===== src/bdpa_pkg.sv =====
`timescale 1ns / 1ps
`default_nettype none
// ----------------------------------------------------------------------------
// bdpa_pkg
// Shared types and codes of the binary delta patch apply unit.
// ----------------------------------------------------------------------------
package bdpa_pkg;

  typedef enum logic [1:0] {
    PH_HEADER,
    PH_SPANS,
    PH_PAYLOAD,
    PH_DRAIN
  } phase_t;

  typedef enum logic [2:0] {
    ST_IDLE,
    ST_SRC_RD,
    ST_EMIT,
    ST_CHECK,
    ST_SUM_CHECK,
    ST_STATUS
  } state_t;

  localparam logic [2:0] STAT_OK           = 3'd0;
  localparam logic [2:0] STAT_TRUNCATED    = 3'd1;
  localparam logic [2:0] STAT_BAD_COUNT    = 3'd2;
  localparam logic [2:0] STAT_BAD_SPAN     = 3'd3;
  localparam logic [2:0] STAT_SUM_MISMATCH = 3'd4;
  localparam logic [2:0] STAT_LEN_MISMATCH = 3'd5;

  localparam logic OP_SOURCE = 1'b0;
  localparam logic OP_PATCH  = 1'b1;

  localparam logic KIND_DATA   = 1'b0;
  localparam logic KIND_STATUS = 1'b1;

  localparam logic [2:0] FIRST_WORD_LAST  = 3'd3;
  localparam logic [2:0] SECOND_WORD_LAST = 3'd7;

  localparam int OUT_TDATA_W  = 48;
  localparam int BYTE_COUNT_W = 31;

  typedef struct packed {
    logic accept;
    logic src_rd;
    logic emit;
    logic check;
    logic sum_check;
    logic status;
  } bdpa_cmd_t;

  typedef struct packed {
    logic is_patch;
    logic need_check;
    logic need_emit;
    logic need_src;
    logic last_held;
    logic span_done;
    logic out_free;
  } bdpa_sts_t;

endpackage
`default_nettype wire


===== src/bdpa_ctrl.sv =====
`timescale 1ns / 1ps
`default_nettype none
// ----------------------------------------------------------------------------
// bdpa_ctrl
// Sequencer that steps each accepted word through source read, span check,
// data output and status output.
// ----------------------------------------------------------------------------
module bdpa_ctrl (
  input  wire logic               clk,
  input  wire logic               rst,
  input  wire logic               in_valid,
  input  wire logic               in_last,
  output logic                    in_ready,
  input  wire bdpa_pkg::bdpa_sts_t sts,
  output bdpa_pkg::bdpa_cmd_t     cmd
);
  import bdpa_pkg::*;

  state_t state;
  state_t state_next;

  always_ff @(posedge clk) begin
    if (rst) begin
      state <= ST_IDLE;
    end else begin
      state <= state_next;
    end
  end

  always_comb begin
    state_next = state;
    case (state)
      ST_IDLE: begin
        if (in_valid && sts.is_patch) begin
          if (sts.need_check) begin
            state_next = ST_CHECK;
          end else if (sts.need_src) begin
            state_next = ST_SRC_RD;
          end else if (sts.need_emit) begin
            state_next = ST_EMIT;
          end else if (in_last) begin
            state_next = ST_STATUS;
          end
        end
      end
      ST_SRC_RD: state_next = ST_EMIT;
      ST_EMIT: begin
        if (sts.out_free) begin
          state_next = sts.last_held ? ST_STATUS : ST_IDLE;
        end
      end
      ST_CHECK: begin
        if (sts.span_done) begin
          state_next = ST_SUM_CHECK;
        end else begin
          state_next = sts.last_held ? ST_STATUS : ST_IDLE;
        end
      end
      ST_SUM_CHECK: state_next = sts.last_held ? ST_STATUS : ST_IDLE;
      ST_STATUS: begin
        if (sts.out_free) begin
          state_next = ST_IDLE;
        end
      end
      default: state_next = ST_IDLE;
    endcase
  end

  always_comb begin
    in_ready      = (state == ST_IDLE) && !rst;
    cmd.accept    = (state == ST_IDLE) && !rst && in_valid;
    cmd.src_rd    = (state == ST_SRC_RD);
    cmd.emit      = (state == ST_EMIT) && sts.out_free;
    cmd.check     = (state == ST_CHECK);
    cmd.sum_check = (state == ST_SUM_CHECK);
    cmd.status    = (state == ST_STATUS) && sts.out_free;
  end

endmodule
`default_nettype wire


===== config.mk =====
export PLATFORM = sky130hd
export DESIGN_NAME = bdpa_ctrl
export DESIGN_NICKNAME = d
export VERILOG_FILES = /design/src/bdpa_pkg.sv /design/src/bdpa_ctrl.sv
export SDC_FILE = /design/constraint.sdc
export NUM_CORES = 1
export LEC_CHECK = 0
export ABC_AREA = 1
export BUFFER_PORTS_ARGS = -buffer_cell sky130_fd_sc_hd__buf_2
export CAP_MARGIN = 20
export CORE_AREA = 2 2 39 41
export DETAILED_ROUTE_END_ITERATION = 6
export DIE_AREA = 0 0 41 43
export PLACE_DENSITY = 0.56
export SLEW_MARGIN = 20
export SYNTH_ARGS = -nofsm -noshare
export SYNTH_HDL_FRONTEND = slang
export SYNTH_SLANG_ARGS = --single-unit

===== constraint.sdc =====
create_clock -name clk -period 2.93 [get_ports clk]
set_input_delay 0.586 -clock clk [delete_from_list [all_inputs] [get_ports clk]]
set_output_delay 0.586 -clock clk [all_outputs]
set_load 0.1 [all_outputs]

# After elaboration in Yosys (flattened, before gate mapping)
# Cells that the tools add are included.
[totals]
n_memories = 0
mem_bits_rw = 0
reg_bits = 3
wordCells = 28
latchBits = 0
in_bits = 11
mem_bits_ro = 0
[classes]
mul = 0
eq_ne = 9
bitwise = 0
order_cmp = 0
div_mod_pow = 0
reduce_logical = 8
n_mux = 10
addsub = 0
shift = 0
[ops]
columns = ["cell", "count"]
rows = [
  ["two-way mux 3 bit", 9],
  ["one-hot mux 3 bit (6 select lines)", 1],
  ["== test 3 x 2 -> 1 bit, second input constant", 2],
  ["== test 3 bit, second input constant", 2],
  ["inequality test 2 bit, second input constant", 3],
  ["logical AND 1 bit", 5],
  ["inequality test 5 bit, second input constant", 1],
  ["AND reduction 4 bit", 1],
  ["== test 3 x 1 -> 1 bit, second input constant", 1],
  ["zero test 3 bit", 1],
  ["zero test 1 bit", 1],
]

# Longest topological paths before layout
[logic_depth]
word_depth = 6
depth_mapped = 8
mapped_depth_nobuf = 8

# Least setup slack after synthesis
# No wires, ideal clock.
[synth_timing]
path_kind = "reg2out"
start = "reg state[0]"
end = "out cmd[4] in the netlist's numbering"
path_stages_with_launch = 3
path_slack_ns = -0.157
required_ns = 2.344
path_buffers = 0
t_arrival_ns = 2.501
path_cell_list = "dfxtp_1 inv_1 nor3_1"
[synth_lines]
columns = ["element", "line", "rtl"]
rows = [
  ["from (decl)", "bdpa_ctrl.sv:19", "state_t state;"],
  ["from (signal assigned)", "bdpa_ctrl.sv:26", "state <= state_next;"],
  ["to (decl)", "bdpa_ctrl.sv:15", "output bdpa_pkg::bdpa_cmd_t cmd"],
]

# Final worst setup path
[layout_timing]
start = "reg state[1]"
end = "out in_ready"
[layout_between]
elab_chain_cells = 2
[layout_rtl]
columns = ["element", "line", "rtl"]
rows = [
  ["zero test 3 bit", "bdpa_ctrl.sv:70", "in_ready = (state == ST_IDLE) && !rst;"],
  ["logical AND 1 bit", "bdpa_ctrl.sv:70", ""],
  ["to (decl)", "bdpa_ctrl.sv:13", "output logic in_ready,"],
]
# No other way between the ends.

==> metrics.md <==
| Metric | Value |
|---|---|
| Arr. time, crit path | `1.59 ns` |
| R2r endpoint | `state[1]` |
| Slew HR | `67.77%` |
| H-tree depth | `1` |
| RR Startpoint | `state[1]` |
| CTS tree | `done` |
| Initial antenna violation count | `0` |
| Initial core utilization | `21.34%` |
| CTS clk-pin slew, worst paths | `0.04 ns` |
| RePlAce Congestion | `0.7574` |
| Post-synth cell types | `13` |
| Actual slew at the worst max-slew pin | `0.4867 ns` |
| CP endpoint kind | `output pin` |
| Detailed Route WL | `740 µm` |
| Setup bufs post-CTS | `0` |
| Most flops, register | `state` |
| Largest cells by area after synthesis | `nand2_1 23%, dfxtp_1 20%, nor2_1 14%` |
| Final Max Slew Viols | `0` |
| WS Path Type | `flip-flop to output pin` |
| Total Neg Setup Slack | `0 ns` |
| Top flop regs | `state: 3 flops` |
| Min Tclk post-route | `2.175 ns` |
| Synth top area share | `22.88%` |
| Crit share post-route | `74.25%` |
| Largest net degree at the start of global routing | `8` |
| Antenna Nets Post-Route | `0` |
| Post-Syn Area | `295.3 µm²` |
| # setup viols final | `0` |
| FP Rows | `14` |
| Hpwl dp | `613.2 µm` |
| Hold Startpoint | `rst` |
| Root Driver | `clkbuf_4` |
| Via density | `4.250` |
| Synth Register Bits | `3` |
| Share of layout cells above drive strength 1 | `31.25%` |
| Leakage power | `0.2702 nW` |
| R2R setup slack | `1.73 ns` |
| WHS Endpoint | `state[0]` |
| Hold WC Path Type | `input port to flip-flop` |
| Area grow syn2layout | `46.19%` |
| Crit start category | `flip-flop` |
| Pwr dens | `1224 nW/µm²` |
| First-pass GRT wire length | `1.207 mm` |
| # IOs | `18` |
| Drt drc | `0` |
| Mapped Cells | `59` |
| Result of the run | `finished, final reports clean` |
| CTS Buffer Depth | `2` |
| Post-synth top area cell | `nand2_1` |
| Final Net Count | `92` |
| Pre-antenna DRT Iters | `4` |
| Gr usage total | `10.23%` |
| Worst EP required | `2.34 ns` |
| Max FFs per register | `3` |
| CTS Hold Bufs | `0` |
| Hold Path Depth | `2` |
| Main flop type after synthesis | `dfxtp_1` |
| Core area | `1384 µm²` |
| Grt total ovfl | `0` |
| Mapped Avg Cell Area | `5.005 µm²` |
| Max-cap check violation count | `0` |
| Chip height | `43 µm` |
| Yosys warnings | `0` |
| IO buf count | `17` |
| Placed cell area | `405.4 µm²` |
| Clk_skew | `0.004641 ns` |
| Ant diodes | `0` |
| Die span in x | `41 µm` |
| Max VDD drop | `654.0 µV` |
| Register area share after synthesis | `20.34%` |
| Number of global-route vias before repair | `336` |
| F_max | `459.7 MHz` |
| RSZ-0062 raised after global routing | `no` |
| Total CTS buffers | `3` |
| Post-CTS Resized | `0` |
| Die Area | `1763 µm²` |
| Post-synth EDFFs | `0` |
| DR WL/cell | `7.708 µm` |
| Cells on worst reg2reg path | `8` |
| Ys async rst share | `0%` |
| CP Max Fanout | `5` |
| Vias | `408` |
| # clock sinks | `3` |
| Fin. Hold Viols | `0` |
| Syn_nets | `70` |
| Clock latency on the worst-skew pair | `0.23 ns` |
| Post-route cell area | `431.7 µm²` |
| Initial DRC count | `3` |
-- cell type report --
cell class,count,area (µm²)
Timing Repair Buffer,17,85.08
Sequential cell,3,60.06
Multi-Input combinational cell,45,198.9
Tap cell,16,20.02
Inverter,11,41.29
Clock buffer,4,26.28
Fill cell,153,952.2
-- worst max-delay path by stage --
stage	from	end
floorplan	state[1]	in_ready
global placement	rst	cmd[5]
detailed placement	rst	cmd[5]
CTS	state[1]	in_ready
global route	state[1]	in_ready
finish	state[1]	in_ready
-- cells in the mapped netlist (2+ instances only) --
cell type,n
a21oi_1,2
dfxtp_1,3
nand2_1,18
nand3_1,6
nor2_1,11
inv_1,9
nor3_1,3
inv_2,2
-- logic make-up (layout without fill, tap and decap cells) --
group           after synthesis  after routing  share of synthesized area, %
buf+inv                      11             32                         13.98
compound gates                3              3                         5.083
flops                         3              3                         20.34
simple gates                 42             42                         60.60
-- through the flow --
| stage | power, mW | hold slack, ns | utilization, % | setup WS [ns] | instances |
|---|---|---|---|---|---|
| 2_1_floorplan | 0.3957 | 0.5163 | - | 0.3677 | 59 |
| 3_3_place_gp | 0.4556 | 0.5636 | 29.29 | 1.002 | 92 |
| 3_5_place_dp | 0.4548 | 0.5629 | 29.29 | 1.012 | 92 |
| 4_1_cts | 0.5317 | 0.5487 | 31.19 | 0.7396 | 96 |
| 5_1_grt | 0.5659 | 0.5647 | 31.19 | 0.6285 | 96 |
| 6_report | 0.5282 | 0.5533 | 31.19 | 0.7545 | 96 |
-- per-layer routing --
metal / global-route usage (%) / wire, µm
met5: 0 / 0
met4: 8.000 / 10
met3: 3.141 / 61
met2: 14.37 / 340
met1: 12.18 / 328
-- layout by cell type (no fill, tap or decap), drive strengths merged --
cell type and n:
nand2 19, buf 17, nor2 12, inv 11, nand3 6, clkbuf 4
dfxtp 3, nor3 3, a21oi 2, and3 1, o21ai 1, nand4 1
-- power by group --
group          switching [mW]  internal (mW)
Clock                  0.0216         0.0511
Sequential             0.0206         0.0571
Combinational           0.299         0.0791
-- critical path, stage by stage (launching register included) --
cell and delay (ns):
dfxtp_1 0.34, inv_1 0.12, nand2_1 0.11, nor2_2 0.19, inv_1 0.08, nor2_1 0.09, buf_2 0.43
Note: power is estimated with default switching activity, not from simulation.
